File: config.mk
export PLATFORM = sky130hd
export DESIGN_NAME = evmc_div_cell
export DESIGN_NICKNAME = d
export VERILOG_FILES = /design/src/hw/rtl/evmc_div_cell.sv
export SDC_FILE = /design/constraint.sdc
export NUM_CORES = 1
export LEC_CHECK = 0
export BUFFER_PORTS_ARGS = -buffer_cell sky130_fd_sc_hd__buf_4
export CAP_MARGIN = 15
export CORE_MARGIN = 10
export CORE_UTILIZATION = 30
export DETAILED_ROUTE_END_ITERATION = 16
export PLACE_DENSITY = 0.65
export SYNTH_ARGS = -nofsm -noshare
export SYNTH_HDL_FRONTEND = slang
export SYNTH_SLANG_ARGS = --single-unit
export TNS_END_PERCENT = 20
File: constraint.sdc
create_clock -name i_clk -period 6.2 [get_ports i_clk]
set_input_delay 1.86 -clock i_clk [delete_from_list [all_inputs] [get_ports i_clk]]
set_output_delay 1.86 -clock i_clk [all_outputs]
set_load 0.01 [all_outputs]
File: src/hw/rtl/evmc_div_cell.sv
`timescale 1ns / 1ps
// One restoring division step: takes the next dividend bit, yields one quotient bit.
// Dividend and quotient share one shift register. No package dependency.
module evmc_div_cell #(
    parameter int NW = 82,
    parameter int DW = 34
) (
    input  logic          i_clk,
    input  logic          i_en,
    input  logic [DW-1:0] i_rem,
    input  logic [NW-1:0] i_nq,
    input  logic [DW-1:0] i_div,
    output logic [DW-1:0] o_rem,
    output logic [NW-1:0] o_nq,
    output logic [DW-1:0] o_div
);
    logic [DW:0]   n_trial;
    logic [DW+1:0] n_diff;
    logic          n_ge;
    logic [DW-1:0] r_rem, r_div;
    logic [NW-1:0] r_nq;

    assign n_trial = {i_rem, i_nq[NW-1]};
    assign n_diff  = {1'b0, n_trial} - {2'b00, i_div};
    assign n_ge    = ~n_diff[DW+1];

    always_ff @(posedge i_clk) begin
        if (i_en) begin
            r_rem <= n_ge ? n_diff[DW-1:0] : n_trial[DW-1:0];
            r_nq  <= {i_nq[NW-2:0], n_ge};
            r_div <= i_div;
        end
    end

    assign o_rem = r_rem;
    assign o_nq  = r_nq;
    assign o_div = r_div;
endmodule

==> results of run 1 <==
[cells in the mapped netlist (all sizes together) (3+ instances only)]
cell,count
nand3,6
nor3,7
inv,43
o21ai,14
a211o,3
ha,34
or2,3
edfxtp,150
buf,5
mux2,32
xor2,8
clkbuf,6
nor2,20
o21bai,6
o211ai,5
a21o,14
a21boi,3
o21a,5
xnor2,16
and3,3
nand2,20
a211oi,5
a21oi,32
o31ai,3
nor4b,3
nor2b,6
nand4,5
[cells by family (layout without fill, tap and decap cells)]
family                   Yosys count  count (layout)  share of synthesized area
AO/OA/AOI/OAI                    106             106                      0.113
flip-flops                       150             150                      0.642
adder cells (fa/ha/maj)           35              35                     0.0635
buffers and inverters             54             380                     0.0325
XOR/XNOR                          24              24                     0.0300
multiplexers                      34              34                     0.0548
AND/OR/NAND/NOR                   85              85                     0.0641
[per-stage QoR]
step | utilization | area [sq um]
after CTS | 0.448 | 10200
after detailed placement | 0.422 | 9630
after global routing | 0.448 | 10200
after floorplan | - | 7010
final | 0.448 | 10200
after global placement | 0.422 | 9630
[power groups by stage]
stage	logic (mW)	clock network (mW)	registers [mW]
4_1_cts	0.611	1.12	1.26
6_report	0.597	1.08	1.26
2_1_floorplan	0.236	0	1.34
3_5_place_dp	0.608	0	1.29
3_3_place_gp	0.603	0	1.28
5_1_grt	0.649	1.16	1.27
[cell type report]
type / count / area [sq um]
fillers: 2114 / 12600
flip-flops and latches: 150 / 4500
repair buffers: 305 / 2290
multi-input cells: 284 / 2280
clock buffers: 17 / 425
well taps: 313 / 392
clock inverters: 15 / 190
inverters: 43 / 161
[layer usage]
metal,up-vias,wire (um),share of wire,track usage
met5,-,0,0,0
li1,2489,-,-,-
met1,2475,8730,0.39,0.157
met2,220,11300,0.51,0.251
met3,22,1810,0.082,0.0525
met4,0,376,0.017,0.0435
[worst min-delay path by stage]
| stage | from | endpoint | slack (ps) | cells past startpoint |
|---|---|---|---|---|
| final | i_nq[35] | o_nq[36] | 1610 | 1 |
| after global routing | i_nq[66] | o_nq[67] | 1590 | 1 |
| after CTS | i_nq[74] | o_nq[75] | 1590 | 1 |
| after detailed placement | i_nq[33] | o_nq[34] | 2040 | 1 |
| after global placement | i_nq[33] | o_nq[34] | 2040 | 1 |
| after floorplan | i_div[0] | o_div[0] | 1960 | 0 |
[state kept, by name, summed over array words and instances (netlist names)]
signal and cells:
o_div 34, o_nq 82, o_rem 34
==> metrics.yaml, run 1 <==
run:
  max_cap_viol_count: 0
timing:
  hold_viol: 0
  hold_slack_ps: 1610
  max-slew-margin-rel: 0.481
  worstMarginPinSlew_ps: 779
  grt_setup_unrepaired: "no"
  min_period_over_period: 0.763
  finalSetupViolCount: 0
  maxClockFrequency_mhz: 211
  tns_ps: 0
  period_needed_ps: 4730
  final-max-slew-violation-count: 0
  fin_ws_ps: 1470
synth:
  yosysTopAreaCell: "edfxtp_1"
  ys.flop_type: "edfxtp_1"
  yosysWarningCount: 0
  synthesis.area_sq_mm: 0.00701
  synth-seq-cells: 150
  syn_nets: 675
  netlist_instances: 488
  avgSynthCellArea_sq_um: 14.4
  synth_edf_count: 150
  synthDistinctLibCells: 63
  synth_top_area_share: 0.642
  ys_seq_area_frac: 0.642
  synthArstFlopShare: 0
  synth_area_leaders: "edfxtp_1 64%, ha_1 6.1%, mux2_2 3.5%, inv_1 2.3%, a21oi_1 2.1%"
power_and_ir_drop:
  clkPwrFrac: 0.368
  fin_total_pwr_mw: 2.94
  p_leak_nw: 4.41
  p_per_area_mw_per_mm2: 287
  pwr-share-comb: 0.203
  ir_drop_uv: 154
  pwr-share-seq: 0.429
  p_int_mw: 2.15
  switching_share: 0.268
  p_sw_uw: 790
layout:
  fin_nets: 988
  final_common_cell: "buf_4"
  layout-drive-gt1-share: 0.459
  synthToLayoutAreaGrowth_pct: 46.1
  mostFrequentLayoutCells: "304 x buf_4, 150 x edfxtp_1, 43 x inv_1, 34 x ha_1, 30 x a21oi_1"
  antenna_cells: 0
  layout.cells.non_filler: 1127
clock_tree:
  clk_pin_slew_worst_paths_ps: 70
  cts_hold_buffers: 0
  cts_tree: "done"
  h-tree-depth: 4
  cts_setup_buffers: 0
  cts_buffers: 17
  ctsResizeCount: 0
  clockRootBuffer: "clkbuf_16"
  clock_sinks: 150
  clockBufferDepth: 2
critical_path:
  crit_arrival_ps: 4900
  crit_start: "i_nq[81]"
  slowest_delay_ps: 430
  crit_path_frequent_cell: "inv_1"
  cp-start-kind: "primary input"
  crit_type: "in -> reg"
  endpoint_kind: "register"
  path_max_fanout: 7
  crit_buf_inv: 3
  cp-endpoint: "o_rem[30]"
  cp_data_required_time_ps: 6370
  worst-path-stages: 13
  crit_family: "compound AO/OA/AOI/OAI gates"
  path_cells: "buf_4 -> inv_1 -> ha_1 -> inv_1 -> fa_1 -> a211o_1 -> a2111oi_4 -> o31ai_1 -> a221oi_4 -> o22ai_4 -> mux2i_1 -> a311o_1 -> mux2_2"
  slowest_stage: "fa_1"
global_route:
  grtUsageTotal: 0.143
  antenna_found_initial: 0
  grt_start_max_net_pins: 58
  grt_pass1_wl_um: 33100
  grt_pass1_vias: 5462
  gr-total-overflow: 0
outcome:
  status: "finished, final reports clean"
routing:
  drt-pass1-iter-count: 4
  viasPerCell: 4.62
  drtIter0Drc: 274
  drc: 0
  dr_total_vias: 5206
  postRouteAntennaNets: 0
  routed_wl_um: 22200
  wl_per_cell_um: 19.7
die:
  die_w_um: 173
  ioPinCount: 302
  start_util: 0.307
  row_count: 55
  coreArea_sq_mm: 0.0228
  die-area_sq_mm: 0.0299
  fp.dieH_um: 173
placed_design:
  placed_cells: 1095
  dp_hpwl_um: 17800
  place_ws_ps: 1020
  gp_congestion: 0.803
  port_buffers: 301
hold_path:
  min_path_type: "in -> reg"
Power figures use the tool's default switching activity.
==> run 2, diff against run 1 <==
--- a/config.mk
+++ b/config.mk
@@ -5,12 +5,13 @@
 export SDC_FILE = /design/constraint.sdc
 export NUM_CORES = 1
 export LEC_CHECK = 0
+export ABC_AREA = 1
 export BUFFER_PORTS_ARGS = -buffer_cell sky130_fd_sc_hd__buf_4
 export CAP_MARGIN = 15
 export CORE_MARGIN = 10
 export CORE_UTILIZATION = 30
 export DETAILED_ROUTE_END_ITERATION = 16
-export PLACE_DENSITY = 0.65
+export PLACE_DENSITY = 0.66
 export SYNTH_ARGS = -nofsm -noshare
 export SYNTH_HDL_FRONTEND = slang
 export SYNTH_SLANG_ARGS = --single-unit
==> constraint.sdc (replaced) <==
create_clock -name i_clk -period 4.1 [get_ports i_clk]
set_input_delay 1.23 -clock i_clk [delete_from_list [all_inputs] [get_ports i_clk]]
set_output_delay 1.23 -clock i_clk [all_outputs]
set_load 0.01 [all_outputs]
==> run 2 against run 1 <==
Compared with the run above: sequential share of layout area shrank 1.9 points; combinational power grew 57%; area after synthesis grew 6.9%.
==> metrics.yaml, run 2 <==
layout:
  mostFrequentLayoutCells: "304 x buf_4, 241 x nand2_1, 150 x edfxtp_1, 132 x inv_1, 56 x nor2_1"
  antenna_cells: 0  # unchanged
  final_common_cell: "buf_4"
  largest_reg_flops: 82  # unchanged
  design_area_sq_mm: 0.0107  # +4.6%
  layout-drive-gt1-share: 0.318  # -0.141
  fin_util: 0.438  # -0.0103
  synthToLayoutAreaGrowth_pct: 43.0
  fin_nets: 1274  # +29%
power_and_ir_drop:
  p_leak_nw: 5.09  # +15%
  ir_drop_uv: 185  # +21%
  p_per_area_mw_per_mm2: 403  # +40%
routing:
  drc: 0  # unchanged
  wl_per_cell_um: 18.4  # -6.8%
  postRouteAntennaNets: 0  # unchanged
  drt-pass1-iter-count: 4  # unchanged
  viasPerCell: 4.39  # -5.0%
  routed_wl_um: 26100  # +18%
  drtIter0Drc: 375  # +37%
  dr_total_vias: 6246  # +20%
die:
  die_w_um: 178  # +3.0%
  die-area_sq_mm: 0.0317  # +6.1%
  fp.dieH_um: 178  # +3.0%
  coreArea_sq_mm: 0.0245  # +7.1%
  ioPinCount: 302  # unchanged
  row_count: 57  # +3.6%
  start_util: 0.306  # -0.000522
clock_tree:
  clock_sinks: 150  # unchanged
  clockRootBuffer: "clkbuf_16"
  clockBufferDepth: 2  # unchanged
  cts_tree: "done"
  ctsResizeCount: 0  # unchanged
  h-tree-depth: 4  # unchanged
  cts_hold_buffers: 0  # unchanged
  cts_setup_buffers: 0  # unchanged
  clk_pin_slew_worst_paths_ps: 70  # about the same
  cts_buffers: 17  # unchanged
hold_path:
  hp-start: "i_nq[22]"
  min_path_type: "in -> reg"
synth:
  synth-seq-cells: 150  # unchanged
  ys.flop_type: "edfxtp_1"
  synth_area_leaders: "edfxtp_1 60%, nand2_1 12%, inv_1 6.6%, ha_1 5.7%, nor2_1 2.8%"
  yosysMostFrequentCell: "nand2_1"
  netlist_instances: 768  # +57%
  synth_top_area_share: 0.601  # -0.0414
  synthDistinctLibCells: 29  # -54%
  synth_common_cells: "241 x nand2_1, 150 x edfxtp_1, 132 x inv_1"
  yosysWarningCount: 0  # unchanged
  ys_seq_area_frac: 0.601  # -0.0414
  syn_nets: 955  # +41%
  synthArstFlopShare: 0  # unchanged
  avgSynthCellArea_sq_um: 9.76  # -32%
  synthesis.area_sq_mm: 0.00749  # +6.9%
  synth_edf_count: 150  # unchanged
  yosysTopAreaCell: "edfxtp_1"
global_route:
  grt_pass1_wl_um: 38100  # +15%
  grtUsageTotal: 0.159  # +0.0164
  grt-busiest-layer: "met2"
  grtUsageMet1: 0.175  # +0.0185
  grt_start_max_net_pins: 92  # +59%
  gr-total-overflow: 0  # unchanged
  met3_usage: 0.0533  # +0.000783
  antenna_found_initial: 2  # +2
  met2_usage: 0.289  # +0.0381
  grt_pass1_vias: 6486  # +19%
critical_path:
  path_max_fanout: 4  # -3
  crit_arrival_ps: 3260  # -1640 ps
  crit_family: "simple AND/OR/NAND/NOR gates"
  crit_type: "in -> reg"
  slowest_delay_ps: 430  # about the same
  endpoint_kind: "register"
  slowest_stage: "fa_1"
  crit_buf_inv: 3  # unchanged
  cp_data_required_time_ps: 4270  # -2100 ps
  cp-start-kind: "primary input"
  path_cells: "buf_4 -> inv_1 -> ha_1 -> inv_1 -> fa_1 -> nand3_1 -> nand3_1 -> nand2_1 -> nand2_1 -> nand2_1 -> nand2_1 -> nand3_1 -> nand3_1 -> nand3_1 -> nand2_1"
  crit_start: "i_nq[81]"
timing:
  grt_setup_unrepaired: "no"
  max-slew-margin-rel: 0.658  # +0.178
  worstMarginPinSlew_ps: 512  # -267 ps
  final-max-slew-violation-count: 0  # unchanged
  finalSetupViolCount: 0  # unchanged
  hold_viol: 0  # unchanged
  tns_ps: 0  # unchanged
  period_needed_ps: 3090
  min_period_over_period: 0.754
  hold_slack_ps: 978  # -631 ps
  maxClockFrequency_mhz: 324
placed_design:
  gp_congestion: 0.882  # +9.8%
  dp_hpwl_um: 21400  # +20%
  dpl_cell_area_sq_mm: 0.0102  # +5.7%
  port_buffers: 301  # unchanged
run:
  max_cap_viol_count: 0  # unchanged
outcome:
  status: "finished, final reports clean"
[run 2: changes by cell type after synthesis, sizes merged, moves of 6 or more]
cell,before,now
a21oi,32,26
o21ai,14,29
nand2,20,244
mux2,32,0
a21o,14,1
nor2b,6,0
nor2,20,59
inv,43,134
nand3,6,42
clkbuf,6,0
[run 2: cell type report]
cell class / instances / area [sq um]
inverter: 134 / 503
tap: 324 / 405
clock inverter: 14 / 115
sequential: 150 / 4500
clock buffer: 17 / 425
fill: 2469 / 13700
timing repair buffer: 307 / 2330
multi-input combinational: 477 / 2430
[run 2: cell families (layout without fill, tap and decap cells)]
family | Yosys count | count (layout) | synth area share
AOI/OAI and AO/OA | 60 | 60 | 0.0416
xor gates and xnor gates | 18 | 18 | 0.0210
adders and majority gates | 35 | 35 | 0.0594
buffers and inverters | 141 | 472 | 0.0746
DFF | 150 | 150 | 0.601
and+or+nand+nor | 364 | 364 | 0.202
[run 2: metal layers]
layer / up-vias / wire length (um)
li1: 3143 / -
met1: 2835 / 9980
met4: 4 / 222
met3: 17 / 2520
met2: 247 / 13400
met5: - / 27
[run 2: metrics by stage]
stage          setup WS, ps  total power [mW]  instances
2_1_floorplan          1160              2.37        768
3_3_place_gp            668              2.88       1392
3_5_place_dp            603              2.89       1392
4_1_cts                1030              4.39       1423
5_1_grt                 788              4.54       1423
6_report               1010              4.32       1423
[run 2: path summary, 6_finish.rpt]
kind	endpoint	slack, ps	depth (start not counted)
worst max-delay path	o_rem[32]	1010	15
worst min-delay path	o_nq[23]	980	1
[run 2: power breakdown]
part / internal (mW) / switching, mW
Sequential: 1.86 / 0.0414
Combinational: 0.421 / 0.514
Clock: 0.788 / 0.692
Total: 3.07 / 1.25
