==> src/hw/rtl/evmc_sqrt_cell.sv <==
`timescale 1ns / 1ps
// One restoring square root step: brings in two radicand bits, yields one root bit.
// No package dependency.
module evmc_sqrt_cell #(
    parameter int NW = 82,
    parameter int RW = 41
) (
    input  logic          i_clk,
    input  logic          i_en,
    input  logic [RW+1:0] i_rem,
    input  logic [RW-1:0] i_root,
    input  logic [NW-1:0] i_rad,
    output logic [RW+1:0] o_rem,
    output logic [RW-1:0] o_root,
    output logic [NW-1:0] o_rad
);
    logic [RW+3:0] n_cur, n_trial;
    logic [RW+4:0] n_diff;
    logic          n_ge;
    logic [RW+1:0] r_rem;
    logic [RW-1:0] r_root;
    logic [NW-1:0] r_rad;

    assign n_cur   = {i_rem, i_rad[NW-1:NW-2]};
    assign n_trial = (RW+4)'({i_root, 2'b01});
    assign n_diff  = {1'b0, n_cur} - {1'b0, n_trial};
    assign n_ge    = ~n_diff[RW+4];

    always_ff @(posedge i_clk) begin
        if (i_en) begin
            r_rem  <= n_ge ? n_diff[RW+1:0] : n_cur[RW+1:0];
            r_root <= {i_root[RW-2:0], n_ge};
            r_rad  <= {i_rad[NW-3:0], 2'b00};
        end
    end

    assign o_rem  = r_rem;
    assign o_root = r_root;
    assign o_rad  = r_rad;
endmodule

==> config.mk <==
export PLATFORM = sky130hd
export DESIGN_NAME = evmc_sqrt_cell
export DESIGN_NICKNAME = d
export VERILOG_FILES = /design/src/hw/rtl/evmc_sqrt_cell.sv
export SDC_FILE = /design/constraint.sdc
export NUM_CORES = 1
export LEC_CHECK = 0
export BUFFER_PORTS_ARGS = -buffer_cell sky130_fd_sc_hd__buf_2
export CAP_MARGIN = 10
export CORE_MARGIN = 2
export CORE_UTILIZATION = 35
export CTS_CLUSTER_SIZE = 10
export DETAILED_ROUTE_END_ITERATION = 16
export PLACE_DENSITY_LB_ADDON = 0.25
export REMOVE_ABC_BUFFERS = 1
export SYNTH_ARGS = -nofsm -noshare
export SYNTH_HDL_FRONTEND = slang
export SYNTH_SLANG_ARGS = --single-unit
==> constraint.sdc <==
create_clock -name i_clk -period 7.8 [get_ports i_clk]
set_input_delay 0.78 -clock i_clk [delete_from_list [all_inputs] [get_ports i_clk]]
set_output_delay 0.78 -clock i_clk [all_outputs]
set_load 0.03 [all_outputs]
==> results of run 1 <==
-- kinds of logic after synthesis --
| group | Yosys count | synth area share, % |
|---|---|---|
| compound gates | 160 | 12.8 |
| xor+xnor | 40 | 4.45 |
| fa+ha+maj | 42 | 6.68 |
| buf+inv | 70 | 4.39 |
| flops | 164 | 62.6 |
| mux | 14 | 2.48 |
| other cells | 1 | 0.0477 |
| simple gates | 115 | 6.58 |
-- where the power goes --
part / switching (mW) / leakage [nW] / internal (mW)
logic: 0.398 / 2.76 / 0.206
registers: 0.0208 / 1.61 / 1.08
clock network: 0.401 / 0.282 / 0.429
-- worst max-delay path by stage --
stage,end
4_1_cts,o_rem[42]
3_3_place_gp,o_rem[4]
6_report,o_rem[7]
3_5_place_dp,o_rem[4]
2_1_floorplan,o_rem[42]
5_1_grt,o_rem[8]
-- per-stage QoR --
stage,cell area (um^2),hold WS [ns],power [mW],util (%),setup WS (ns)
2_1_floorplan,7720,0.879,1.52,-,3.47
3_3_place_gp,9750,0.957,1.72,44.4,3.78
3_5_place_dp,9750,0.958,1.73,44.4,3.71
4_1_cts,10300,0.506,2.56,47.0,4.16
5_1_grt,10300,0.506,2.64,47.0,3.96
6_report,10300,0.528,2.53,47.1,4.18
-- state kept, by name, indices dropped and copies added, names as in the netlist --
register  cells
o_rem        43
o_rad        80
o_root       41
-- layout by cell type, fill, tap and decap left out, drive strengths merged, types with 3 or more instances in the layout --
| master | netlist | final |
|---|---|---|
| buf | 16 | 332 |
| edfxtp | 164 | 164 |
| a21oi | 71 | 71 |
| inv | 52 | 62 |
| nor2 | 45 | 45 |
| ha | 42 | 42 |
| nand2 | 31 | 31 |
| o21ai | 30 | 30 |
| xnor2 | 29 | 29 |
| a21o | 20 | 20 |
| clkbuf | 2 | 17 |
| mux2 | 14 | 14 |
| xor2 | 11 | 11 |
| o21a | 7 | 7 |
| nand4 | 7 | 7 |
| nand3 | 7 | 7 |
| nor3 | 6 | 6 |
| nand2b | 6 | 6 |
| o21bai | 5 | 5 |
| o211ai | 5 | 5 |
| a211oi | 5 | 5 |
| and3 | 4 | 4 |
| a31oi | 4 | 4 |
| clkinv | 0 | 4 |
| a31o | 3 | 3 |
-- routing by layer --
layer | routed length (um) | track usage, % | vias to the layer above | part of all wire (%)
met5 | 0 | 0 | - | 0
met4 | 377 | 5.34 | 0 | 1.8
met3 | 1230 | 4.14 | 17 | 5.8
met2 | 10800 | 30.7 | 212 | 51
met1 | 8700 | 20.8 | 2732 | 41
li1 | - | - | 2905 | -
-- cell type report --
cell class                 count  share of cell area, %
clock buffer                  17                   4.12
antenna                        1                 0.0242
tap                          280                   3.39
sequential                   164                   47.7
timing repair buffer         332                   16.2
inverter                      52                   1.89
clock inverter                15                   1.48
multi-input combinational    373                   25.3
==> impl_metrics.tcl, run 1 <==
set metrics [dict create \
    initial_core_util_pct 35.8 \
    power_density_mw_per_mm2 245 \
    hold_depth 1 \
    ant_nets 0 \
    grt_pass1_vias 5631 \
    worstPathCellList "buf_2 > inv_1 > ha_1 > o211ai_1 > o21ai_2 > o211ai_2 > a211oi_2 > o21ai_2 > o21ai_2 > a31o_4 > mux2_2" \
    fin_setup_tns_ns 0 \
    antenna_found_initial 1 \
    period_share_pct 46.4 \
    grt_pass1_wl_um 31400 \
    wl_um 21100 \
    worstSetupPathType "in2reg" \
    gr-total-overflow 0 \
    yosysTopAreaCell "edfxtp_1" \
    fp.dieH_um 154 \
    cpMostUsedCell "o21ai_2" \
    seq_area_frac_synth_pct 62.6 \
    startpoint "i_root[1]" \
    setup_viol 0 \
    hold_path.class "in2reg" \
    end_kind "flop" \
    syn_area_per_cell_um2 13.0 \
    ioPinCount 334 \
    ys_ff_latch 164 \
    synthFlopType "edfxtp_1" \
    fillers 2067 \
    fin_crit_ns 3.62 \
    via_per_inst 4.75 \
    yosysWarnings 0 \
    post-cts-setup-buffers 0 \
    hold_viol_final 0 \
    ys_async_sr_fraction_pct 0 \
    critPathLaunchType "primary input" \
    worstPathMaxFanout 72 \
    tightestPinTransition_ns 1.04 \
    relSlewSlack_pct 30.6 \
    status "finished clean" \
    critPathRequiredTime_ns 7.97 \
    dp_hpwl_um 16200 \
    cts_sinks 164 \
    placed_cells 1201 \
    vdd_drop_max_uv 125 \
    area_growth_pct 31.3 \
    worstPathArrival_ns 3.79 \
    cts_tree "yes" \
    max_cap_viol_count 0 \
    cts_buffer_depth 2 \
    clkTransAtPathRegs_ns 0.08 \
    rsz0062_at_grt "no" \
    io_buffers 331 \
    clock-root-buffer "clkbuf_16" \
    place_congestion 0.836 \
    synth_top_cell_area_share_pct 62.6 \
    yosysUniqueCellTypes 49 \
    die_area_mm2 0.0237 \
    syn_area_mm2 0.00787 \
    yosys-top-cells-area "edfxtp_1, ha_1, a21oi_1" \
    regArea_mm2 0.00492 \
    gr-usage-all-layers_pct 17.3 \
    rows 54 \
    final_cells 1234 \
    synth.most_common_cell "edfxtp_1" \
    report.final.slew_viol_count 0 \
    synth-edff-count 164 \
    core-area_mm2 0.0220 \
    critical-path-top-delay-family "compound AO/OA/AOI/OAI gates" \
    vias 5866 \
    synthTopCellsByCount "edfxtp_1, a21oi_1, inv_1" \
    dr.pass1.iters 4 \
    final_nets 1150 \
    hold_buffers 0 \
    h-tree-depth 4 \
    slowest_stage "a31o_4" \
    drc 0 \
    drive_above_1_share_pct 41.1 \
    grt_max_degree 86 \
    cts_buffers 17 \
    worstHoldStart "i_rad[23]" \
    slowest_delay_ns 0.80 \
    wl_per_cell_um 17.1 \
    hold_end "o_rad[25]" \
    syn_inst 606 \
    first_iter_violations 444 \
    leakage_nw 4.65 \
    cp_num_cells 11 \
    clock.fmax_mhz 276 \
    cts_resized 0 \
    die_w_um 154 \
    worst-path-buf-inv 2 \
    multiInputGateArea_mm2 0.00261 \
]
No activity file was read; power rests on OpenSTA's default activity.
==> run 2: changes to the inputs <==
==> constraint.sdc (replaced) <==
create_clock -name i_clk -period 3.7 [get_ports i_clk]
set_input_delay 0.37 -clock i_clk [delete_from_list [all_inputs] [get_ports i_clk]]
set_output_delay 0.37 -clock i_clk [all_outputs]
set_load 0.03 [all_outputs]
==> impl_metrics.tcl, run 2 (synthesis gave the netlist of run 1 again) <==
set metrics [dict create \
    status "finished clean" \
    cts_buffers 17 \
    die_area_mm2 0.0237 \
    layout_common_cells "buf_2, edfxtp_1, a21oi_1, inv_1, nor2_1" \
    fp.dieH_um 154 \
    wl_per_cell_um 17.2 \
    fin_crit_ns 2.76 \
    period_share_pct 74.5 \
    critPathRequiredTime_ns 3.87 \
    place_area_mm2 0.00982 \
    final_nets 1156 \
    dr.pass1.iters 5 \
    io_buffers 331 \
    max_cap_viol_count 0 \
    relSlewSlack_pct 56.7 \
    core-area_mm2 0.0220 \
    clock.fmax_mhz 363 \
    hold_path.class "in2reg" \
    cts_tree "yes" \
    setup_viol 0 \
    gr-total-overflow 0 \
    final_common_cell "buf_2" \
    area_growth_pct 32.3 \
    leakage_nw 4.68 \
    worstPathMaxFanout 32 \
    post-cts-setup-buffers 0 \
    h-tree-depth 4 \
    cts_buffer_depth 2 \
    gr-usage-all-layers_pct 17.6 \
    vdd_drop_max_uv 263 \
    cts_resized 0 \
    placed_cells 1207 \
    grt_pass1_vias 5744 \
    final_cells 1241 \
    dp_hpwl_um 16600 \
    rsz0062_at_grt "no" \
    largest_register_ffs 80 \
    ant_nets 0 \
    hold_buffers 0 \
    end_kind "flop" \
    clkTransAtPathRegs_ns 0.08 \
    fin_setup_tns_ns 0 \
    rows 54 \
    wl_um 21300 \
    antenna_found_initial 3 \
    worstSetupPathType "in2reg" \
    hold_viol_final 0 \
    power_density_mw_per_mm2 515 \
    final_area_mm2 0.0104 \
    grt_max_degree 68 \
    clock-root-buffer "clkbuf_16" \
    initial_core_util_pct 35.8 \
    worstPathArrival_ns 2.93 \
    final_util_pct 47.4 \
    die_w_um 154 \
    critPathLaunchType "primary input" \
    tightestPinTransition_ns 0.649 \
    via_per_inst 4.76 \
    cts_sinks 164 \
    ioPinCount 334 \
    drive_above_1_share_pct 41.5 \
    drc 0 \
    vias 5907 \
    grt_pass1_wl_um 32100 \
    place_congestion 0.869 \
    report.final.slew_viol_count 0 \
    first_iter_violations 373 \
]
## run 2: cell types whose count changed in the layout (fill, tap and decap cells not counted)
cell | before | now
clkinv_8 | 2 | 3
inv_6 | 5 | 2
buf_4 | 1 | 5
buf_12 | 0 | 2
clkinvlp_4 | 1 | 2
diode_2 | 1 | 2
inv_8 | 5 | 6
## run 2: worst max-delay path, stage by stage
cell      delay [ns]
buf_2           0.09
inv_1           0.04
ha_1            0.35
o211ai_1        0.13
o21ai_2         0.31
o211ai_2        0.13
a211oi_2        0.30
o21ai_2         0.15
o21ai_2         0.22
a31o_4          0.27
buf_12          0.21
mux2_2          0.35
## run 2: path summary, 6_finish.rpt
path | slack (ns) | from | end | cells past startpoint
max | 0.94 | i_root[1] | o_rem[8] | 12
min | 0.12 | i_rad[30] | o_rad[32] | 1
## run 2: final cells by class
type	count	area [um^2]
Fill cell	2022	11500
Sequential cell	164	4920
Multi-Input combinational cell	373	2610
Timing Repair Buffer	338	1740
Clock buffer	17	425
Tap cell	280	350
Inverter	52	195
Clock inverter	15	161
Antenna cell	2	5.00
## run 2: routing by layer
metal	GRT usage, %	wire length (um)	up-vias
li1	-	-	2911
met1	21.5	8850	2742
met2	29.9	10700	227
met3	4.62	1250	25
met4	6.28	506	2
met5	0	18	-
## run 2: power by group
part | switching [mW] | internal [mW] | total (mW) | leakage (nW)
Clock | 0.853 | 0.907 | 1.76 | 0.282
Sequential | 0.0406 | 2.27 | 2.31 | 1.61
Combinational | 0.847 | 0.443 | 1.29 | 2.80
## run 2: stage by stage
stage	power [mW]	hold slack [ns]	setup slack, ns
detailed placement	3.65	0.548	0.487
floorplan	3.21	0.469	-0.221
finish	5.36	0.118	0.943
CTS	5.44	0.0972	0.941
global placement	3.64	0.546	0.534
global route	5.61	0.0915	0.750
==> run 3: changes to the inputs <==
==> constraint.sdc (replaced) <==
create_clock -name i_clk -period 2.6 [get_ports i_clk]
set_input_delay 0.26 -clock i_clk [delete_from_list [all_inputs] [get_ports i_clk]]
set_output_delay 0.26 -clock i_clk [all_outputs]
set_load 0.03 [all_outputs]
==> impl_metrics.tcl, run 3 (synthesis gave the netlist of run 1 again) <==
set metrics [dict create \
    clkTransAtPathRegs_ns 0.07 \
    rsz0062_at_grt "no" \
    antenna_found_initial 3 \
    report.final.slew_viol_count 0 \
    clock.fmax_mhz 399 \
    area_growth_pct 55.0 \
    p_total_mw 7.96 \
    layout_common_cells "buf_2, edfxtp_1, buf_4, dlygate4sd3_1, a21oi_1" \
    first_iter_violations 388 \
    hold_slack_ns 0.0162 \
    finalWorstSetupSlack_ns 0.0928 \
    power_density_mw_per_mm2 653 \
    ioPinCount 334 \
    critPathLaunchType "primary input" \
    switching_power_mw 2.56 \
    met2_length_um 12400 \
    fin_crit_ns 2.51 \
    largest_register_ffs 80 \
    end_kind "flop" \
    wl_met3_um 1240 \
    grt_max_degree 51 \
    place_congestion 0.870 \
    final_common_cell "buf_2" \
    wl_met1_um 9890 \
    hold_path.class "in2reg" \
    wl_per_cell_um 17.0 \
    die_w_um 154 \
    p_seq_share_pct 41.5 \
    drc 0 \
    grt_pass1_vias 6800 \
    ant_nets 0 \
    worst-path-buf-inv 3 \
    clock-root-buffer "clkbuf_16" \
    worstPathMaxFanout 14 \
    combPwrFrac_pct 27.3 \
    gr-total-overflow 0 \
    swShare_pct 32.1 \
    initial_core_util_pct 35.8 \
    wl_um 24200 \
    hold_viol_final 0 \
    p_int_mw 5.40 \
    rows 54 \
    dp_hpwl_um 17500 \
    worstSetupPathType "in2reg" \
    grt_pass1_wl_um 36200 \
    drive_above_1_share_pct 44.7 \
    critical-path-top-delay-family "compound AO/OA/AOI/OAI gates" \
    max_cap_viol_count 0 \
    period_share_pct 96.4 \
    fp.dieH_um 154 \
    worstPathCellList "buf_2 > inv_1 > ha_1 > nand2_1 > o21a_1 > o21a_1 > a211oi_2 > o21ai_2 > o21ai_2 > a31o_4 > buf_12 > mux2_2" \
    p_clk_share_pct 31.2 \
    fin_setup_tns_ns 0 \
    worstPathArrival_ns 2.68 \
    dr.pass1.iters 5 \
    tightestPinTransition_ns 0.494 \
    via_per_inst 4.74 \
    pre_cts_ws_ns -0.342 \
    core-area_mm2 0.0220 \
    final_nets 1338 \
    critPathRequiredTime_ns 2.77 \
    cts_buffer_depth 2 \
    highest_layer "met5" \
    slowest_delay_ns 0.35 \
    cts_tree "yes" \
    slowest_stage "mux2_2" \
    leakage_nw 5.54 \
    h-tree-depth 4 \
    relSlewSlack_pct 66.2 \
    io_buffers 331 \
    die_area_mm2 0.0237 \
    gr-usage-all-layers_pct 19.8 \
    vdd_drop_max_uv 306 \
    setup_viol 0 \
    status "finished clean" \
    final_util_pct 55.5 \
    vias 6745 \
    cts_sinks 164 \
    cts_buffers 17 \
]
[run 3: changes by cell type in the layout (fill, tap and decap cells not counted), sizes merged]
cell,change
inv,+1
clkbuf,+2
clkinvlp,-2
clkinv,+1
buf,+92
dlygate4sd3,+88
[run 3: layout make-up]
class | count | area [um^2]
fill | 1906 | 9760
sequential | 164 | 4920
timing repair buffer | 520 | 3390
multi-input combinational | 373 | 2750
clock buffer | 17 | 425
tap | 280 | 350
inverter | 52 | 195
clock inverter | 15 | 154
antenna | 2 | 5.00
[run 3: layer usage]
metal  vias to the layer above  track usage [%]
met2                       243             35.3
li1                       3286                -
met5                         -                0
met3                        42             4.28
met4                         2             7.88
met1                      3172             23.2
[run 3: final timing paths]
kind | startpoint | end | slack, ns | depth (start not counted)
setup / recovery | i_root[7] | o_rem[7] | 0.09 | 12
hold / removal | i_root[38] | o_root[39] | 0.02 | 1
[run 3: power by group through the flow]
stage / Combinational [mW] / Sequential, mW / Clock, mW
6_report: 2.17 / 3.31 / 2.48
4_1_cts: 2.11 / 3.31 / 2.56
3_3_place_gp: 2.00 / 3.36 / 0
2_1_floorplan: 0.644 / 3.92 / 0
3_5_place_dp: 2.00 / 3.36 / 0
5_1_grt: 2.33 / 3.33 / 2.65
[run 3: repair_timing]
| item | 4_1_cts | 5_1_grt |
|---|---|---|
| endpoints found under the setup margin | 0 | 37 |
| buffers inserted | 0 | 4 |
| resized for setup | 0 | 25 |
| hold endpoints to repair | 83 | 5 |
| hold buffers | 83 | 5 |
[run 3: metrics by stage]
stage               cells  area [um^2]
finish               1423        12200
global route         1423        12200
CTS                  1410        11900
detailed placement   1295        10500
global placement     1295        10500
floorplan             589         7720
