$ cat src/hw/rtl/evmc_mul_cell.sv
`timescale 1ns / 1ps
// One shift-and-add step of a multiplier chain: consumes one multiplier bit.
// Depends on nothing but its parameters.
module evmc_mul_cell #(
    parameter int AW = 160,
    parameter int MW = 64
) (
    input  logic          i_clk,
    input  logic          i_en,
    input  logic [AW-1:0] i_mc,
    input  logic [MW-1:0] i_mp,
    input  logic [AW-1:0] i_acc,
    output logic [AW-1:0] o_mc,
    output logic [MW-1:0] o_mp,
    output logic [AW-1:0] o_acc
);
    logic [AW-1:0] r_mc, r_acc, n_acc;
    logic [MW-1:0] r_mp;

    assign n_acc = i_acc + (i_mp[0] ? i_mc : '0);

    always_ff @(posedge i_clk) begin
        if (i_en) begin
            r_mc  <= i_mc << 1;
            r_mp  <= i_mp >> 1;
            r_acc <= n_acc;
        end
    end

    assign o_mc  = r_mc;
    assign o_mp  = r_mp;
    assign o_acc = r_acc;
endmodule

$ cat config.mk
export PLATFORM = sky130hd
export DESIGN_NAME = evmc_mul_cell
export DESIGN_NICKNAME = d
export VERILOG_FILES = /design/src/hw/rtl/evmc_mul_cell.sv
export SDC_FILE = /design/constraint.sdc
export NUM_CORES = 1
export LEC_CHECK = 0
export BUFFER_PORTS_ARGS = -buffer_cell sky130_fd_sc_hd__buf_2
export CORE_AREA = 2 2 300 302
export CTS_BUF_LIST = sky130_fd_sc_hd__clkbuf_2 sky130_fd_sc_hd__clkbuf_4 sky130_fd_sc_hd__clkbuf_8
export DETAILED_ROUTE_END_ITERATION = 8
export DIE_AREA = 0 0 302 304
export MAX_ROUTING_LAYER = met4
export SYNTH_ARGS = -nofsm -noshare
export SYNTH_HDL_FRONTEND = slang
export SYNTH_SLANG_ARGS = --single-unit
export TNS_END_PERCENT = 5
$ cat constraint.sdc
create_clock -name i_clk -period 9.85 [get_ports i_clk]
set_clock_uncertainty 0.05 [all_clocks]
set_input_delay 1.97 -clock i_clk [delete_from_list [all_inputs] [get_ports i_clk]]
set_output_delay 1.97 -clock i_clk [all_outputs]
set_load 0.03 [all_outputs]
==> results.yml, run 1 <==
cells_and_area:
  nets: 3633
  syn2layout_area_growth_pct: 27.8
  finalNonFillerCells: 4339
  final_cell_mix: "buf_2 (765), edfxtp_1 (382), a21oi_1 (269)"
  mostFrequentLayoutCell: "buf_2"
  drive_above_1_share_pct: 29.9
  fillers: 9309
global_route:
  grt_pass1_vias: 21500
  grt_overflow_total: 0
  grt_usage_pct: 22.0
  grt_max_degree: 102
  grt_first_pass_wirelength_mm: 144
  antenna_found_initial: 30
place:
  gp_congestion: 0.978
  placed_cells: 4187
  portBuffers: 767
  dp_hpwl_mm: 84.5
synthesis:
  syn_area_sq_um: 23700
  ys_warn_count: 0
  ys_types: 79
  avgSynthCellArea_sq_um: 10.2
  synthArstFlopShare_pct: 0
  ys_ff_latch: 382
  syn_inst: 2334
  synth_flop_cell: "edfxtp_1"
  synth_edf_count: 382
  yosysSeqAreaShare_pct: 48.4
floorplanning:
  die_area_sq_um: 91800
  start_util_pct: 26.6
  core-area_sq_um: 89000
  die_y_um: 304
  io_pins: 770
  rows: 110
  die_w_um: 302
pwr:
  powerDensity_nw_per_um2: 175
  leakagePower_nw: 12.5
  peakVddDrop_uv: 123
routing:
  drc: 0
  drt_iter0_markers: 1655
  num_vias: 21600
  viasPerCell: 4.98
  ant_nets: 0
  wl_per_cell_um: 23.3
  wl_mm: 101
  dr.pass1.iters: 5
critical_path:
  startpoint: "i_mp[0]"
  start_kind: "input port"
  crit_fanout: 57
  critPathMostFrequentCell: "a211oi_1"
  cp_data_required_time_ps: 10240
  crit_chain: "buf_4, and2_1, ha_1, fa_1, a211oi_1, nor2_1, a21oi_1, o311ai_2, nor2b_1, nor3_2, nand2_1, a31o_2, a211oi_1, o21ai_1, a21boi_1, xnor2_1"
  cp_slowest_stage_delay_ps: 750
  cp.arrival_ps: 6830
  crit_type: "in2reg"
  worst_setup_path_end_kind: "register"
  cp_slowest_cell: "nor3_2"
outcome:
  status: "finished, final reports clean"
timing:
  finalSetupViolations: 0
  fin_crit_sh_pct: 65.3
  timing.final.crit_period_ps: 6430
  rsz0062_at_grt: "false"
  max_freq_mhz: 155
  max_slew.worst_pin.slew_ps: 1010
  maxSlewHeadroom_pct: 32.6
  hold_viol_final: 0
  slew_violations: 0
  tns_ps: 0
cts:
  cts_made_buffers: 74
  clk_pin_slew_worst_paths_ps: 60
  clockRootBuffer: "clkbuf_8"
  cts_buffer_depth: 3
  cts_tree: "yes"
  hold_buffers: 0
  ctsHtreeMaxLevel: 3
  cts.repair.resized: 0
  clock-sinks: 382
  post_cts_buffers: 0
hold_path:
  min_path_type: "in2reg"
  min-delay-start: "i_mp[56]"
job:
  drv_cap: 0
## synth_stat cells (31+ instances only)
cell | instances | area (sq um)
a21o_1 | 49 | 368
a21oi_1 | 269 | 1350
and2_1 | 164 | 1030
clkbuf_1 | 74 | 278
edfxtp_1 | 382 | 11500
ha_1 | 159 | 1990
inv_1 | 49 | 184
nand2_1 | 206 | 773
nand3_1 | 31 | 155
nand4_1 | 89 | 557
nor2_1 | 162 | 608
nor3_1 | 50 | 250
o21ai_0 | 160 | 801
o21bai_1 | 51 | 383
xnor2_1 | 103 | 902
xor2_1 | 54 | 473
## metal layers
| metal | wire (um) | track usage [%] | vias to the layer above |
|---|---|---|---|
| met5 | 0 | - | - |
| met4 | 2840 | 6.63 | 0 |
| met3 | 8470 | 6.15 | 154 |
| met2 | 47500 | 35.0 | 867 |
| met1 | 42500 | 26.9 | 10400 |
| li1 | - | - | 10200 |
## report_power, final
group	total (mW)	internal (mW)	switching, mW
clock	1.72	0.963	0.756
combinational	1.50	0.445	1.06
sequential	2.07	2.02	0.0494
## area by class of cell
class,instances,area [sq um],share of cell area (%)
Antenna cell,17,42.5,0.140
Clock buffer,98,1210,4.00
Clock inverter,37,340,1.12
Inverter,49,184,0.607
Multi-Input combinational cell,1804,11600,38.4
Sequential cell,382,11500,37.9
Tap cell,1176,1470,4.86
Timing Repair Buffer,776,3930,13.0
## worst paths after layout
check / endpoint / cells past startpoint
worst min-delay path: o_mp[55] / 1
worst max-delay path: o_acc[106] / 16
## stage by stage
step / instance area (sq um) / setup WS (ps) / hold slack, ps / power (mW) / utilization (%)
2_1_floorplan: 23700 / 4470 / 2020 / 3.03 / -
3_3_place_gp: 28700 / 2770 / 2100 / 3.60 / 32.2
5_1_grt: 30300 / 3340 / 1320 / 5.54 / 34.0
3_5_place_dp: 28700 / 2830 / 2100 / 3.60 / 32.2
4_1_cts: 30300 / 3590 / 1290 / 5.36 / 34.0
6_report: 30300 / 3420 / 1390 / 5.29 / 34.0
## cells by family after synthesis
group / after synthesis / synth area share, %
compound gates: 685 / 17.8
xor+xnor: 157 / 5.80
fa+ha+maj: 160 / 8.47
buf+inv: 149 / 2.53
flops: 382 / 48.4
mux: 1 / 0.0422
other cells: 1 / 0.0158
simple gates: 799 / 17.0
## flip-flops by register name, summed over array words and instances, names as in the netlist
register	cells
o_acc	160
o_mc	159
o_mp	63
## critical path: cells and delay by family
| family | cells | cell delay, ps |
|---|---|---|
| compound gates | 7 | 2170 |
| simple gates | 5 | 1630 |
| fa+ha+maj | 2 | 630 |
| buf+inv | 1 | 260 |
| xor+xnor | 1 | 100 |
Power figures use the tool's default switching activity.
==> inputs of run 2 (changes only) <==
--- a/config.mk
+++ b/config.mk
@@ -5,11 +5,12 @@
 export SDC_FILE = /design/constraint.sdc
 export NUM_CORES = 1
 export LEC_CHECK = 0
+export ABC_AREA = 1
 export BUFFER_PORTS_ARGS = -buffer_cell sky130_fd_sc_hd__buf_2
-export CORE_AREA = 2 2 300 302
+export CORE_AREA = 2 2 302 304
 export CTS_BUF_LIST = sky130_fd_sc_hd__clkbuf_2 sky130_fd_sc_hd__clkbuf_4 sky130_fd_sc_hd__clkbuf_8
 export DETAILED_ROUTE_END_ITERATION = 8
-export DIE_AREA = 0 0 302 304
+export DIE_AREA = 0 0 304 306
 export MAX_ROUTING_LAYER = met4
 export SYNTH_ARGS = -nofsm -noshare
 export SYNTH_HDL_FRONTEND = slang
==> constraint.sdc (replaced) <==
create_clock -name i_clk -period 5.75 [get_ports i_clk]
set_clock_uncertainty 0.05 [all_clocks]
set_input_delay 1.15 -clock i_clk [delete_from_list [all_inputs] [get_ports i_clk]]
set_output_delay 1.15 -clock i_clk [all_outputs]
set_load 0.03 [all_outputs]
==> run 2 against run 1 <==
  * Cell area is 20% higher
  * Synthesized area up 25%
  * Via count increased by 43%
  * Sequential power is 72% higher
  * Worst setup slack got worse by 1800 ps
  * Total power grew 79%
  * Sequential share of layout area is 6.4 points lower
  * Clock power up 67%
==> results.yml, run 2 <==
timing:
  slew_violations: 0
  rsz0062_at_grt: "false"
  timing.final.crit_period_ps: 4100
  finalSetupViolations: 0
  tns_ps: 0
  max_slew.worst_pin.slew_ps: 1040
  hold_viol_final: 0
  maxSlewHeadroom_pct: 31.0
  fin_crit_sh_pct: 71.2
  max_freq_mhz: 244
cts:
  clockRootBuffer: "clkbuf_8"
  cts_tree: "yes"
  ctsHtreeMaxLevel: 3
  clock-sinks: 382
  clk_pin_slew_worst_paths_ps: 60
  post_cts_buffers: 0
  cts.repair.resized: 0
  cts_buffer_depth: 3
  cts_made_buffers: 72
  hold_buffers: 0
routing:
  wl_mm: 145
  num_vias: 30800
  drc: 0
  dr_wl_met3_mm: 9.92
  top_layer: "met4"
  met1Wirelength_mm: 65.1
  wl_per_cell_um: 22.2
  viasPerCell: 4.73
  ant_nets: 0
  drt_iter0_markers: 3058
  wl_met2_mm: 65.8
  dr.pass1.iters: 6
synthesis:
  yosys.cell_count.top_type: "nand2_1"
  synth_top_area_cell: "edfxtp_1"
  synthArstFlopShare_pct: 0
  synth_top_area_share_pct: 38.8
  yosysSeqAreaShare_pct: 38.8
  ys_types: 32
  ys_warn_count: 0
  avgSynthCellArea_sq_um: 6.67
  synth.area.top_cells: "edfxtp_1 (39%), nand2_1 (22%), inv_1 (13%)"
  ys_ff_latch: 382
  syn_inst: 4425
  syn_area_sq_um: 29500
  synth_flop_cell: "edfxtp_1"
  synth_edf_count: 382
  synthTopCellsByCount: "nand2_1 (1760), inv_1 (1044), nor2_1 (424)"
place:
  portBuffers: 767
  dp_hpwl_mm: 126
  gp_congestion: 1.05
critical_path:
  worst_setup_path_end_kind: "register"
  crit_fanout: 30
  start_kind: "input port"
  cp_data_required_time_ps: 6110
  crit_type: "in2reg"
  cp.arrival_ps: 4460
pwr:
  swShare_pct: 38.9
  powerDensity_nw_per_um2: 259
  netSwitchingPower_mw: 3.68
  power_frac_clock_pct: 30.5
  p_int_mw: 5.77
  total_power_mw: 9.45
  seqPwrFrac_pct: 37.7
  leakagePower_nw: 20.4
  combPwrFrac_pct: 31.8
  peakVddDrop_uv: 177
outcome:
  status: "finished, final reports clean"
cells_and_area:
  nets: 5815
  syn2layout_area_growth_pct: 23.6
  final_cell_mix: "nand2_1 (1760), inv_1 (1044), buf_2 (765)"
  fillers: 9693
  largest_register_ffs: 160
  mostFrequentLayoutCell: "nand2_1"
  drive_above_1_share_pct: 18.7
floorplanning:
  die_y_um: 306
  rows: 110
  die_w_um: 304
  core-area_sq_um: 89600
  die_area_sq_um: 93000
  io_pins: 770
  start_util_pct: 33.0
job:
  drv_cap: 0
global_route:
  antenna_found_initial: 10
  grt_max_degree: 111
  grt_overflow_total: 0
  grt_pass1_vias: 29400
  grt_first_pass_wirelength_mm: 202
  grt_usage_pct: 31.1
hold_path:
  min_path_type: "in2reg"
## run 2: cell types whose count changed after synthesis, sizes merged, moves of 47 or more
cell | previous run | this run
nand2 | 208 | 1794
nand4 | 89 | 2
a21o | 49 | 2
a21oi | 274 | 194
clkbuf | 78 | 17
and2 | 164 | 13
nand3 | 31 | 130
nor2 | 162 | 459
o21ai | 177 | 72
inv | 49 | 1045
xnor2 | 103 | 3
## run 2: cell type report
class | count | area [sq um] | share of cell area, %
inverter | 1045 | 3920 | 10.7
clock inverter | 41 | 383 | 1.05
multi-input combinational | 2979 | 14100 | 38.5
clock buffer | 85 | 1090 | 3.00
timing repair buffer | 789 | 4070 | 11.1
tap | 1176 | 1470 | 4.03
antenna | 10 | 25.0 | 0.0686
sequential | 382 | 11500 | 31.4
## run 2: cells by family (layout without fill, tap and decap cells)
kind of cell	Yosys count	count (layout)	share of synthesized area [%]
AO/OA/AOI/OAI	293	293	5.18
XOR/XNOR	95	95	2.82
adder cells (fa/ha/maj)	160	160	6.80
buffers and inverters	1065	1960	13.6
flip-flops	382	382	38.8
other	1	12	0.0127
AND/OR/NAND/NOR	2429	2429	32.8
## run 2: final timing paths
kind              depth (start not counted)      from         to
setup / recovery                         15   i_mp[0]  o_acc[55]
hold / removal                            1  i_mp[59]   o_mp[58]
## run 2: critical path, cell delays in order
cell     delay, ps
buf_4          290
buf_12         250
buf_4          260
nand2_1         80
inv_1           70
ha_1           210
nand2_1        150
nor2_1         460
nand2_1        240
nor2_1         190
inv_1           80
nor3_2         130
nand2_1         70
nand3_1        110
xor2_1         660
## run 2: layer usage
layer | up-vias | track usage [%]
met3 | 180 | 4.67
met4 | 0 | 8.71
li1 | 15000 | -
met5 | - | -
met1 | 14400 | 41.5
met2 | 1196 | 49.0
## run 2: power groups by stage
stage | Sequential, mW | Clock [mW] | Combinational [mW]
after floorplan | 4.20 | 0 | 1.09
after global placement | 3.61 | 0 | 2.97
after detailed placement | 3.62 | 0 | 2.96
after CTS | 3.56 | 2.96 | 2.97
after global routing | 3.59 | 3.05 | 3.18
final | 3.56 | 2.88 | 3.00
## run 2: stage by stage
step / instance area, sq um / cells / utilization [%] / hold WS [ps] / worst slack (ps)
after floorplan: 29500 / 4426 / - / 1200 / 2040
after detailed placement: 35000 / 6371 / 39.1 / 1280 / 944
after global placement: 35000 / 6371 / 39.1 / 1280 / 860
after CTS: 36500 / 6497 / 40.7 / 479 / 1730
after global routing: 36500 / 6504 / 40.7 / 507 / 1400
final: 36500 / 6507 / 40.7 / 541 / 1650
==> inputs of run 3 (changes only) <==
--- a/config.mk
+++ b/config.mk
@@ -5,7 +5,7 @@
 export SDC_FILE = /design/constraint.sdc
 export NUM_CORES = 1
 export LEC_CHECK = 0
-export ABC_AREA = 1
+export ABC_AREA = 0
 export BUFFER_PORTS_ARGS = -buffer_cell sky130_fd_sc_hd__buf_2
 export CORE_AREA = 2 2 302 304
 export CTS_BUF_LIST = sky130_fd_sc_hd__clkbuf_2 sky130_fd_sc_hd__clkbuf_4 sky130_fd_sc_hd__clkbuf_8
==> constraint.sdc (replaced) <==
create_clock -name i_clk -period 3.7 [get_ports i_clk]
set_clock_uncertainty 0.05 [all_clocks]
set_input_delay 0.74 -clock i_clk [delete_from_list [all_inputs] [get_ports i_clk]]
set_output_delay 0.74 -clock i_clk [all_outputs]
set_load 0.03 [all_outputs]
==> run 3 against run 2 <==
  * The flow now finishes with violations (setup timing)
  * First-iteration DRC count decreased by 48%
  * Wire length decreased by 26%
  * Global-route usage decreased by 8.3 points
  * Critical path depth increased by 3
  * Core utilization increased by 1.1 points
  * Sequential share of layout area decreased by 0.84 points
  * Clock power increased by 56%
  * Die area unchanged
==> results.yml, run 3 (synthesized netlist as in run 1, its figures left out) <==
timing:
  max_freq_mhz: 266
  setup_ws_ps: -59.3
  max_slew.worst_pin.slew_ps: 837
  fin_crit_sh_pct: 102
  tns_ps: -80.3
  hold_viol_final: 0
  maxSlewHeadroom_pct: 44.2
  finalSetupViolations: 3
  rsz0062_at_grt: "true"
  timing.final.crit_period_ps: 3760
  hold_ws_ps: 139
  slew_violations: 0
critical_path:
  worst_setup_path_end_kind: "register"
  crit_type: "in2reg"
  cp.arrival_ps: 4180
  start_kind: "input port"
  crit_fanout: 28
  cp_data_required_time_ps: 4130
pwr:
  combPwrFrac_pct: 33.9
  leakagePower_nw: 16.8
  p_int_mw: 9.91
  powerDensity_nw_per_um2: 404
  peakVddDrop_uv: 433
  swShare_pct: 34.6
  total_power_mw: 15.1
  netSwitchingPower_mw: 5.23
  seqPwrFrac_pct: 36.3
  power_frac_clock_pct: 29.7
floorplanning:
  io_pins: 770
  die_area_sq_um: 93000
  rows: 110
  die_y_um: 306
  die_w_um: 304
  core-area_sq_um: 89600
  start_util_pct: 26.5
cts:
  cts_tree: "yes"
  clk_pin_slew_worst_paths_ps: 60
  cts_made_buffers: 70
  clock-sinks: 382
  hold_buffers: 0
  cts_buffer_depth: 3
  ctsHtreeMaxLevel: 3
  clockRootBuffer: "clkbuf_8"
cells_and_area:
  mostFrequentLayoutCell: "buf_4"
  finalNonFillerCells: 5206
  nets: 4499
  fillers: 8928
  final_cell_mix: "buf_4 (864), buf_2 (765), edfxtp_1 (382)"
  largest_register_ffs: 160
  drive_above_1_share_pct: 47.4
  syn2layout_area_growth_pct: 58.2
place:
  portBuffers: 767
  dp_slack_ps: -1350
  dp_hpwl_mm: 90.2
  gp_congestion: 0.978
  placed_cells: 5051
routing:
  wl_per_cell_um: 20.6
  dr.pass1.iters: 8
  viasPerCell: 4.70
  wl_mm: 107
  ant_nets: 0
  num_vias: 24500
  drt_iter0_markers: 1594
  drc: 0
hold_path:
  min_path_type: "in2reg"
global_route:
  grt_pass1_vias: 24900
  use_met2_pct: 38.4
  grt_first_pass_wirelength_mm: 155
  grt_max_degree: 79
  grt_overflow_total: 0
  grt_usage_pct: 22.8
  busiest_layer: "met2"
  antenna_found_initial: 31
  met1_usage_pct: 27.2
  use_met3_pct: 6.50
job:
  drv_cap: 0
outcome:
  violations: "setup timing"
  status: "complete, but fails checks"
==> run 3: power by group through the flow <==
stage	sequential [mW]	clock, mW	combinational, mW
4_1_cts	5.51	4.66	5.08
2_1_floorplan	6.57	0	1.49
5_1_grt	5.54	4.83	5.49
3_5_place_dp	5.59	0	5.03
6_report	5.50	4.50	5.14
3_3_place_gp	5.58	0	5.03
==> run 3: final timing paths <==
check	slack, ps	end	cells after the start	start
worst min-delay path	140	o_mp[51]	1	i_mp[52]
worst max-delay path	-60	o_acc[152]	18	i_mp[0]
==> run 3: final cells by class <==
cell class / count / area, sq um / area share (%)
multi-input combinational: 1804 / 12200 / 32.5
sequential: 382 / 11500 / 30.6
timing repair buffer: 1646 / 10600 / 28.3
tap: 1176 / 1470 / 3.92
clock buffer: 87 / 1100 / 2.93
clock inverter: 37 / 403 / 1.07
inverter: 49 / 184 / 0.490
antenna: 25 / 62.6 / 0.167
==> run 3: layer usage <==
layer,wire [um],vias up
met5,0,-
met4,1610,0
met3,7870,101
met2,52100,747
met1,45400,11600
li1,-,12000
==> run 3: stage by stage <==
step                cell area (sq um)  util, %
global placement                35300     39.5
floorplan                       23800        -
global route                    37500     41.8
CTS                             37000     41.3
detailed placement              35300     39.5
finish                          37500     41.9
==> run 3: worst max-delay path, stage by stage <==
cell and delay [ps]:
buf_12 140, bufbuf_16 300, and2_1 140, ha_1 380
nand2_1 150, o21ai_1 240, a21oi_1 90, o21ai_1 240
a21oi_1 130, o21ai_1 240, buf_4 180, a32oi_4 130
buf_6 150, or4_1 510, nand3_2 110, a21boi_2 80
o21bai_2 120, xnor2_1 80
==> run 3: repair_timing <==
| item | in CTS | in global routing |
|---|---|---|
| pin swaps | 10 | 27 |
| setup buffers | 1 | 4 |
| setup endpoints to repair | 38 | 40 |
| cloned | 1 | 0 |
| resized for setup | 31 | 98 |
